$ cat src/hdl/fsfd_pkg.sv
package fsfd_pkg;

    localparam int FRAME_BYTES      = 9;
    localparam int DEF_COUNT_BITS   = 32;
    localparam int OUT_COUNT_W      = 32;
    localparam int POS_BITS         = $clog2(FRAME_BYTES + 1);

    // frame byte positions
    localparam int IDX_HDR   = 0;
    localparam int IDX_LEN   = 1;
    localparam int IDX_X_LO  = 2;
    localparam int IDX_X_HI  = 3;
    localparam int IDX_Y_LO  = 4;
    localparam int IDX_Y_HI  = 5;
    localparam int IDX_SUM   = 6;
    localparam int IDX_QUAL  = 7;
    localparam int IDX_END   = 8;

    localparam logic [7:0] HDR_BYTE  = 8'hFE;
    localparam logic [7:0] LEN_BYTE  = 8'h04;
    localparam logic [7:0] END_PLAIN = 8'hAA;
    localparam logic [7:0] END_YAW   = 8'hBB;

    typedef struct packed {
        logic [7:0]  rx_byte;
        logic        buffer_end;
        logic [31:0] time_now;
    } fsfd_in_t;

    typedef struct packed {
        logic                   frame_valid;
        logic [15:0]            flow_x;
        logic [15:0]            flow_y;
        logic [7:0]             surface_quality;
        logic [31:0]            stamp;
        logic                   yaw_ender_seen;
        logic [OUT_COUNT_W-1:0] good_frames;
        logic [OUT_COUNT_W-1:0] short_buffers;
        logic [OUT_COUNT_W-1:0] buffers_seen;
        logic [OUT_COUNT_W-1:0] bytes_seen;
    } fsfd_out_t;

    typedef struct packed {
        logic ok;
        logic yaw;
    } fsfd_check_t;

endpackage

$ cat src/hdl/fsfd_frame_check.sv
module fsfd_frame_check
    import fsfd_pkg::*;
(
    input  logic [7:0]  frame [FRAME_BYTES],
    output fsfd_check_t check
);

    logic [7:0] sum;

    // 8-bit additive checksum over the four data bytes, wraps
    assign sum = frame[IDX_X_LO] + frame[IDX_X_HI] + frame[IDX_Y_LO] + frame[IDX_Y_HI];

    always_comb begin
        check.yaw = (frame[IDX_END] == END_YAW);
        check.ok  = (frame[IDX_HDR] == HDR_BYTE) && (frame[IDX_LEN] == LEN_BYTE) &&
                    (frame[IDX_SUM] == sum) &&
                    ((frame[IDX_END] == END_PLAIN) || (frame[IDX_END] == END_YAW));
    end

endmodule

$ cat src/hdl/flow_sensor_frame_decoder.sv
// Channel  | Dir | Handshake         | Payload
// ---------+-----+-------------------+------------------------------------------
// s_       | in  | s_valid / s_ready | fsfd_in_t: one received byte per item
// m_       | out | m_valid / m_ready | fsfd_out_t: one result per buffer end
//
// One byte per cycle is sustained while s_ready is high.
// A buffer-end item has its result registered on the next cycle: in the output
// register, or in the skid while the output register is still held.
// Two result slots (output register plus skid) let input run while m_ready is low;
// s_ready drops only when both slots are full.
// aresetn (synchronous, active low) clears position, held values and counters.
module flow_sensor_frame_decoder
    import fsfd_pkg::*;
#(
    parameter int COUNT_BITS = DEF_COUNT_BITS
) (
    input  logic      aclk,
    input  logic      aresetn,
    input  logic      s_valid,
    output logic      s_ready,
    input  fsfd_in_t  s_data,
    output logic      m_valid,
    input  logic      m_ready,
    output fsfd_out_t m_data
);

    // buffer position and capture store
    logic [POS_BITS-1:0] pos_reg, pos_next;
    logic [7:0]          store_reg [FRAME_BYTES];
    logic [7:0]          view      [FRAME_BYTES];

    // held frame values
    logic [15:0] x_reg, x_next;
    logic [15:0] y_reg, y_next;
    logic [7:0]  qual_reg, qual_next;
    logic [31:0] stamp_reg, stamp_next;
    logic        yaw_reg, yaw_next;

    // wrapping counters
    logic [COUNT_BITS-1:0] good_reg, good_next;
    logic [COUNT_BITS-1:0] short_reg, short_next;
    logic [COUNT_BITS-1:0] bufs_reg, bufs_next;
    logic [COUNT_BITS-1:0] bytes_reg, bytes_next;

    // output register plus skid
    logic      out_valid_reg, out_valid_next;
    fsfd_out_t out_reg, out_next;
    logic      skid_valid_reg, skid_valid_next;
    fsfd_out_t skid_reg, skid_next;

    logic        accept;
    logic        capture;
    logic        full_len;
    logic        good;
    logic        push;
    logic        pop;
    fsfd_check_t check;
    fsfd_out_t   result;

    assign s_ready = !skid_valid_reg;
    assign accept  = s_valid && s_ready;
    assign capture = pos_reg < POS_BITS'(FRAME_BYTES);
    // this byte completes the frame, or the frame is already complete
    assign full_len = pos_reg >= POS_BITS'(FRAME_BYTES - 1);

    // store as it stands once this byte is captured
    always_comb begin
        for (int i = 0; i < FRAME_BYTES; i++) begin
            view[i] = (pos_reg == POS_BITS'(i)) ? s_data.rx_byte : store_reg[i];
        end
    end

    fsfd_frame_check u_check (
        .frame (view),
        .check (check)
    );

    assign good = s_data.buffer_end && full_len && check.ok;

    always_comb begin
        pos_next   = pos_reg;
        x_next     = x_reg;
        y_next     = y_reg;
        qual_next  = qual_reg;
        stamp_next = stamp_reg;
        yaw_next   = yaw_reg;
        good_next  = good_reg;
        short_next = short_reg;
        bufs_next  = bufs_reg;
        bytes_next = bytes_reg;
        if (accept) begin
            bytes_next = bytes_reg + COUNT_BITS'(1);
            if (capture) begin
                pos_next = pos_reg + POS_BITS'(1);
            end
            if (s_data.buffer_end) begin
                pos_next  = '0;
                bufs_next = bufs_reg + COUNT_BITS'(1);
                if (!full_len) begin
                    short_next = short_reg + COUNT_BITS'(1);
                end else if (check.ok) begin
                    good_next  = good_reg + COUNT_BITS'(1);
                    stamp_next = s_data.time_now;
                    x_next     = {view[IDX_X_HI], view[IDX_X_LO]};
                    y_next     = {view[IDX_Y_HI], view[IDX_Y_LO]};
                    qual_next  = view[IDX_QUAL];
                    if (check.yaw) begin
                        yaw_next = 1'b1;
                    end
                end
            end
        end
    end

    always_comb begin
        result.frame_valid     = good;
        result.flow_x          = x_next;
        result.flow_y          = y_next;
        result.surface_quality = qual_next;
        result.stamp           = stamp_next;
        result.yaw_ender_seen  = yaw_next;
        result.good_frames     = OUT_COUNT_W'(good_next);
        result.short_buffers   = OUT_COUNT_W'(short_next);
        result.buffers_seen    = OUT_COUNT_W'(bufs_next);
        result.bytes_seen      = OUT_COUNT_W'(bytes_next);
    end

    assign push = accept && s_data.buffer_end;
    assign pop  = out_valid_reg && m_ready;

    // skid can only fill while the output slot is held; it drains first
    always_comb begin
        out_valid_next  = out_valid_reg;
        out_next        = out_reg;
        skid_valid_next = skid_valid_reg;
        skid_next       = skid_reg;
        if (skid_valid_reg) begin
            if (pop) begin
                out_next        = skid_reg;
                skid_valid_next = 1'b0;
            end
        end else if (push) begin
            if (!out_valid_reg || pop) begin
                out_next       = result;
                out_valid_next = 1'b1;
            end else begin
                skid_next       = result;
                skid_valid_next = 1'b1;
            end
        end else if (pop) begin
            out_valid_next = 1'b0;
        end
    end

    assign m_valid = out_valid_reg;
    assign m_data  = out_reg;

    always_ff @(posedge aclk) begin
        if (!aresetn) begin
            pos_reg        <= '0;
            x_reg          <= '0;
            y_reg          <= '0;
            qual_reg       <= '0;
            stamp_reg      <= '0;
            yaw_reg        <= 1'b0;
            good_reg       <= '0;
            short_reg      <= '0;
            bufs_reg       <= '0;
            bytes_reg      <= '0;
            out_valid_reg  <= 1'b0;
            skid_valid_reg <= 1'b0;
        end else begin
            pos_reg        <= pos_next;
            x_reg          <= x_next;
            y_reg          <= y_next;
            qual_reg       <= qual_next;
            stamp_reg      <= stamp_next;
            yaw_reg        <= yaw_next;
            good_reg       <= good_next;
            short_reg      <= short_next;
            bufs_reg       <= bufs_next;
            bytes_reg      <= bytes_next;
            out_valid_reg  <= out_valid_next;
            skid_valid_reg <= skid_valid_next;
        end
    end

    // payload registers, no reset
    always_ff @(posedge aclk) begin
        out_reg  <= out_next;
        skid_reg <= skid_next;
        for (int i = 0; i < FRAME_BYTES; i++) begin
            if (accept && (pos_reg == POS_BITS'(i))) begin
                store_reg[i] <= s_data.rx_byte;
            end
        end
    end

endmodule

$ cat config.mk
export PLATFORM = sky130hd
export DESIGN_NAME = flow_sensor_frame_decoder
export DESIGN_NICKNAME = d
export VERILOG_FILES = /design/src/hdl/fsfd_pkg.sv /design/src/hdl/fsfd_frame_check.sv /design/src/hdl/flow_sensor_frame_decoder.sv
export SDC_FILE = /design/constraint.sdc
export NUM_CORES = 1
export LEC_CHECK = 0
export BUFFER_PORTS_ARGS = -buffer_cell sky130_fd_sc_hd__buf_2
export CAP_MARGIN = 5
export CELL_PAD_IN_SITES_DETAIL_PLACEMENT = 1
export CELL_PAD_IN_SITES_GLOBAL_PLACEMENT = 1
export CORE_MARGIN = 3
export CORE_UTILIZATION = 49
export DETAILED_ROUTE_END_ITERATION = 16
export PLACE_DENSITY = 0.9
export SYNTH_ARGS = -nofsm -noshare
export SYNTH_HDL_FRONTEND = slang
export SYNTH_SLANG_ARGS = --single-unit
$ cat constraint.sdc
create_clock -name aclk -period 17.8 [get_ports aclk]
set_clock_uncertainty 0.15 [all_clocks]
set_input_delay 1.78 -clock aclk [delete_from_list [all_inputs] [get_ports aclk]]
set_output_delay 1.78 -clock aclk [all_outputs]
set_load 0.005 [all_outputs]
==> flow_metrics.tcl, run 1 <==
set metrics [dict create \
    netlist_area_sq_mm 0.02742 \
    final.setup.tns_ns 0 \
    slew_viol_final 0 \
    yosys.area.top_type "edfxtp_1" \
    cap_violations 0 \
    clock-sinks 683 \
    ctsHoldBuffers 0 \
    die-width_microns 242.6 \
    clkTransAtPathRegs_ns 0.06 \
    tightest_slew_ns 1.201 \
    grt_max_degree 157 \
    routed_wl_microns 70180 \
    num_rows 86 \
    synth_edf_count 476 \
    p_int_uw 2667 \
    drive_gt1_share_pct 26.22 \
    drc 0 \
    die_area_sq_mm 0.05883 \
    io_pins 249 \
    combinationalPowerShare_pct 3.1 \
    cts_buffers 71 \
    cts_tree "done" \
    gp_congestion 0.8546 \
    avgRoutedWirePerCell_microns 23.29 \
    critical_path.max_fanout 60 \
    netlist_instances 1950 \
    fin_area_sq_mm 0.03183 \
    rsz0062_at_grt "no" \
    area_delta_synth_final_pct 16.10 \
    port_buffers 248 \
    grt_overflow 0 \
    htreeDepth 3 \
    yosysTopAreaCellShare_pct 52.13 \
    dr.pass1.iters 5 \
    end_kind "flip-flop" \
    power_frac_seq_pct 51.3 \
    maxSlewHeadroom_pct 19.94 \
    fin_crit_sh_pct 39.24 \
    path_class "flip-flop to flip-flop" \
    synth-seq-cells 683 \
    drt_iter0_drc 1085 \
    switching_share_pct 20.92 \
    cts_buffer_depth 3 \
    syn_nets 2024 \
    ys_seq_area_share_pct 67.24 \
    cp_data_arrival_time_ns 7.18 \
    yosys-top-cells-area "edfxtp_1 (52%), dfxtp_1 (15%), mux2_2 (7.9%), and2_1 (3.8%), xnor2_1 (2.5%)" \
    core_sq_mm 0.05520 \
    grt_pass1_wl_microns 108200 \
    async_flop_share_pct 0 \
    status "complete, no violations" \
    num_vias 16410 \
    cts_resized 0 \
    pwr-share-clk_pct 45.5 \
    leakage_uw 0.01273 \
    cp.required_ns 17.99 \
    synth.avg_cell_area_sq_um 14.06 \
    hold_viol 0 \
    peakVddDrop_uv 76.66 \
    dp_hpwl_microns 43280 \
    antenna_found_initial 4 \
    post_cts_buffers 0 \
    yosysWarnings 0 \
    via_per_inst 5.446 \
    p_sw_uw 705.7 \
    synthDistinctLibCells 53 \
    hold_path_class "flip-flop to flip-flop" \
    setup_violations 0 \
    synth_ff_type "edfxtp_1" \
    first_global_vias 17980 \
    clk_latency_ns 0.61 \
    start_util_pct 49.67 \
    holdWs_ns 0.3788 \
    max_freq_ghz 0.1432 \
    die_h_microns 242.6 \
    grt.total_usage_pct 23.58 \
    cp-start-kind "flip-flop" \
    powerDensity_mw_per_mm2 106.0 \
    placed_cell_area_sq_mm 0.02941 \
    drt.antenna.violating_nets 0 \
    post-route-min-period_ns 6.986 \
    root_buffer "clkbuf_16" \
    fin_nets 2277 \
]
final cells by class:
class	count	area, sq um
diodes	3	7.507
clock buffers	100	2092
clock inverters	32	326.6
fillers	5380	23370
inverters	67	256.5
multi-input cells	1119	8423
flip-flops and latches	683	18440
well taps	748	935.9
repair buffers	261	1354
Yosys cell counts, drive strengths merged, types with 2 or more instances:
cell type,n
mux2,209
xor2,67
and3b,2
nand3b,5
and2,167
clkbuf,67
o221ai,2
o32ai,2
nand2,109
nand3,49
edfxtp,476
and3,36
a31oi,2
nor4,23
nand4,23
xnor2,78
a21o,4
nor2,45
buf,14
nor3,45
dfxtp,207
a21oi,39
and4,10
nand2b,5
or3,2
mux2i,40
nor3b,6
ha,15
nor2b,53
o21ai,51
inv,67
or3b,2
fa,14
placed cells by master (no fill, tap or decap), drive strengths merged, types with 3 or more instances in the layout:
cell type  count
buf          261
nor2          45
ha            15
xnor2         78
edfxtp       476
nor3          45
clkinv        21
mux2i         40
nor3b          6
and4          10
clkbuf       100
nand3         49
nand2b         5
o21ai         51
nand4         23
mux2         209
nor4          23
bufinv         6
and3          36
fa            14
dfxtp        207
inv           70
nor2b         53
a21o           4
and2         167
nand2        109
diode          3
a21oi         39
xor2          67
nand3b         5
worst max-delay path: stages (launching register included):
cell,delay [ns]
dfxtp_1,0.36
inv_1,0.13
ha_1,0.38
nand3b_1,0.56
mux2i_1,0.44
fa_1,0.47
inv_1,0.12
fa_1,0.42
ha_1,0.27
fa_1,0.43
a21o_1,0.18
a21oi_1,0.30
o21ai_0,0.17
xor2_1,0.25
xnor2_2,0.15
or2_4,0.29
buf_4,0.80
mux2_2,0.46
mux2_2,0.28
power groups by stage:
stage	logic, uW	clock network (uW)	registers [uW]
2_1_floorplan	50.0	0	1770
3_3_place_gp	101	0	1760
3_5_place_dp	106	0	1770
4_1_cts	107	1560	1730
5_1_grt	115	1630	1730
6_report	106	1540	1730
per-layer routing:
metal	global-route usage [%]	wire length (microns)
met5	0	7
met2	42.64	36840
met3	3.708	3071
met1	28.86	28450
met4	7.762	1817
final timing paths:
kind	startpoint	endpoint	slack, ns	cells after the start
worst min-delay path	x_reg[3]	x_reg[3]	0.38	2
worst max register to register	pos_reg[0]	m_data[160]	10.81	18
worst min register to register	x_reg[3]	x_reg[3]	0.38	2
worst max-delay path	pos_reg[0]	m_data[160]	10.81	18
through the flow:
step	worst slack (ns)	power (uW)	utilization, %	cells
2_1_floorplan	4.908	1824	-	1950
3_3_place_gp	10.64	1866	53.28	2878
3_5_place_dp	10.43	1872	53.28	2878
4_1_cts	10.88	3403	57.66	3010
5_1_grt	10.51	3476	57.67	3012
6_report	10.81	3373	57.67	3013
cell families after synthesis:
group / Yosys count / share of synthesized area (%)
compound gates: 109 / 2.186
mux: 249 / 10.28
xor+xnor: 145 / 4.632
buf+inv: 148 / 2.149
flops: 683 / 67.24
fa+ha+maj: 29 / 1.707
simple gates: 587 / 11.81
Power figures use the tool's default switching activity.
==> run 2, diff against run 1 <==
==> constraint.sdc (replaced) <==
create_clock -name aclk -period 6.7 [get_ports aclk]
set_clock_uncertainty 0.15 [all_clocks]
set_input_delay 0.67 -clock aclk [delete_from_list [all_inputs] [get_ports aclk]]
set_output_delay 0.67 -clock aclk [all_outputs]
set_load 0.005 [all_outputs]
==> run 2 against run 1 <==
  * Combinational power grew to 2.7 times the previous value
  * Hold slack worse by 0.18 ns
  * Final area grew 0.38%
  * Die area is the same
  * Critical endpoint is now m_data[105]
  * Cell count increased by 0.20%
  * Utilization grew 0.22 points
  * Fmax rose by 8.4%
==> flow_metrics.tcl, run 2 (synthesized netlist as in run 1, its figures left out) <==
set metrics [dict create \
    cp_slowest_cell "or3b_2" \
    drive_gt1_share_pct 26.44 \
    holdWs_ns 0.2030 \
    grt_pass1_wl_microns 109300 \
    via_per_inst 5.513 \
    grt_overflow 0 \
    cpMostUsedCell "fa_1" \
    cts_buffer_depth 3 \
    reg2reg_from "pos_reg[0]" \
    die_area_sq_mm 0.05883 \
    avgRoutedWirePerCell_microns 23.88 \
    r2r_end "m_data[105]" \
    io_pins 249 \
    start_util_pct 49.67 \
    htreeDepth 3 \
    die_h_microns 242.6 \
    num_rows 86 \
    max_freq_ghz 0.1552 \
    critical_path.max_fanout 37 \
    drt.antenna.violating_nets 0 \
    gp_congestion 0.8223 \
    root_buffer "clkbuf_16" \
    cp_slowest_stage_delay_ns 0.65 \
    routed_wl_microns 72110 \
    cp_top_family "simple AND/OR/NAND/NOR gates" \
    grt_max_degree 145 \
    end_kind "flip-flop" \
    peakVddDrop_uv 164.8 \
    antenna_found_initial 4 \
    r2r_slack_ns 0.25 \
    stdcell_count 3019 \
    drt_iter0_drc 1160 \
    clk_latency_ns 0.62 \
    fin_crit_sh_pct 96.20 \
    status "complete, no violations" \
    rsz0062_at_grt "yes" \
    clkTransAtPathRegs_ns 0.06 \
    cp.buffers_inverters 2 \
    clock-sinks 683 \
    layout_common_cells "edfxtp_1 (476), buf_2 (247), dfxtp_1 (206), mux2_2 (192), and2_1 (167)" \
    hold_viol 0 \
    cts_buffers 71 \
    cp-start-kind "flip-flop" \
    hold_start "s_data[34]" \
    port_buffers 248 \
    setup_violations 0 \
    rr_worst_depth 17 \
    dp_hpwl_microns 44170 \
    path_class "flip-flop to flip-flop" \
    placed_cell_area_sq_mm 0.02947 \
    die-width_microns 242.6 \
    post-route-min-period_ns 6.445 \
    dr.pass1.iters 5 \
    cp_data_arrival_time_ns 6.64 \
    worstHoldEndpoint "store_reg[0][25]" \
    post-route-util_pct 57.89 \
    finalPower_uw 9078 \
    num_vias 16640 \
    drc 0 \
    path_cells "ha_1 > or3b_2 > mux2i_1 > fa_1 > inv_1 > fa_1 > ha_1 > fa_1 > xor2_1 > nor3_1 > o21ai_0 > nor4_2 > nand4_1 > buf_4 > nor4_1 > xor2_1 > mux2_2" \
    slew_viol_final 0 \
    fin_nets 2286 \
    cts_tree "done" \
    grt.total_usage_pct 23.90 \
    fin_area_sq_mm 0.03195 \
    leakage_uw 0.01277 \
    cap_violations 0 \
    maxSlewHeadroom_pct 20.20 \
    ctsHoldBuffers 0 \
    cp.required_ns 6.90 \
    powerDensity_mw_per_mm2 284.1 \
    mostFrequentLayoutCell "edfxtp_1" \
    core_sq_mm 0.05520 \
    hold_path_class "input port to flip-flop" \
    whs_path_depth 1 \
    first_global_vias 18120 \
    tightest_slew_ns 1.197 \
    place_inst 2885 \
    area_delta_synth_final_pct 16.54 \
]
[run 2: metrics by stage]
step / worst slack [ns] / TNS (ns)
6_report: 0.2549 / 0
5_1_grt: -0.05824 / -0.05926
3_3_place_gp: 0.5720 / 0
2_1_floorplan: 0.2469 / 0
4_1_cts: 0.03629 / 0
3_5_place_dp: 0.1727 / 0
[run 2: per-layer routing]
metal  part of all wire, %  up-vias  track usage, %
li1                      -     7496               -
met1                    40     8563           28.66
met2                    52      436           42.53
met3                   4.6      144           4.383
met4                   3.3        4           9.724
met5                 0.042        -               0
[run 2: worst register-to-register path, cell delays in order, from the launching register on]
cell	delay (ns)
dfxtp_1	0.41
ha_1	0.23
or3b_2	0.65
mux2i_1	0.37
fa_1	0.47
inv_1	0.10
fa_1	0.40
ha_1	0.26
fa_1	0.52
xor2_1	0.17
nor3_1	0.19
o21ai_0	0.12
nor4_2	0.37
nand4_1	0.45
buf_4	0.45
nor4_1	0.42
xor2_1	0.17
mux2_2	0.30
[run 2: area by class of cell]
cell class / instances / area, sq um
Multi-Input combinational cell: 1121 / 8436
Timing Repair Buffer: 268 / 1426
Tap cell: 748 / 935.9
Sequential cell: 683 / 18440
Clock inverter: 42 / 544.3
Fill cell: 5316 / 23250
Inverter: 67 / 256.5
Antenna cell: 2 / 5.005
Clock buffer: 88 / 1912
[run 2: power by group]
| part | total, uW | internal [uW] | switching (uW) | leakage, uW |
|---|---|---|---|---|
| Combinational | 289 | 99.2 | 189 | 0.00555 |
| Clock | 4190 | 2500 | 1680 | 0.00120 |
| Sequential | 4600 | 4570 | 33.4 | 0.00602 |
| Total | 9080 | 7170 | 1900 | 0.0128 |
[run 2: worst max path at each step]
stage	depth (start not counted)	end	startpoint
2_1_floorplan	3	skid_reg[0]	s_valid
3_3_place_gp	17	m_data[198]	pos_reg[0]
3_5_place_dp	17	m_data[186]	pos_reg[0]
4_1_cts	17	m_data[186]	pos_reg[0]
5_1_grt	18	m_data[105]	pos_reg[0]
6_report	17	m_data[105]	pos_reg[0]
[run 2: timing repair]
item                                    4_1_cts  5_1_grt
gates resized for setup                       0        4
endpoints found under the setup margin        0       46
setup buffers                                 0        0
hold endpoints to repair                      0        0
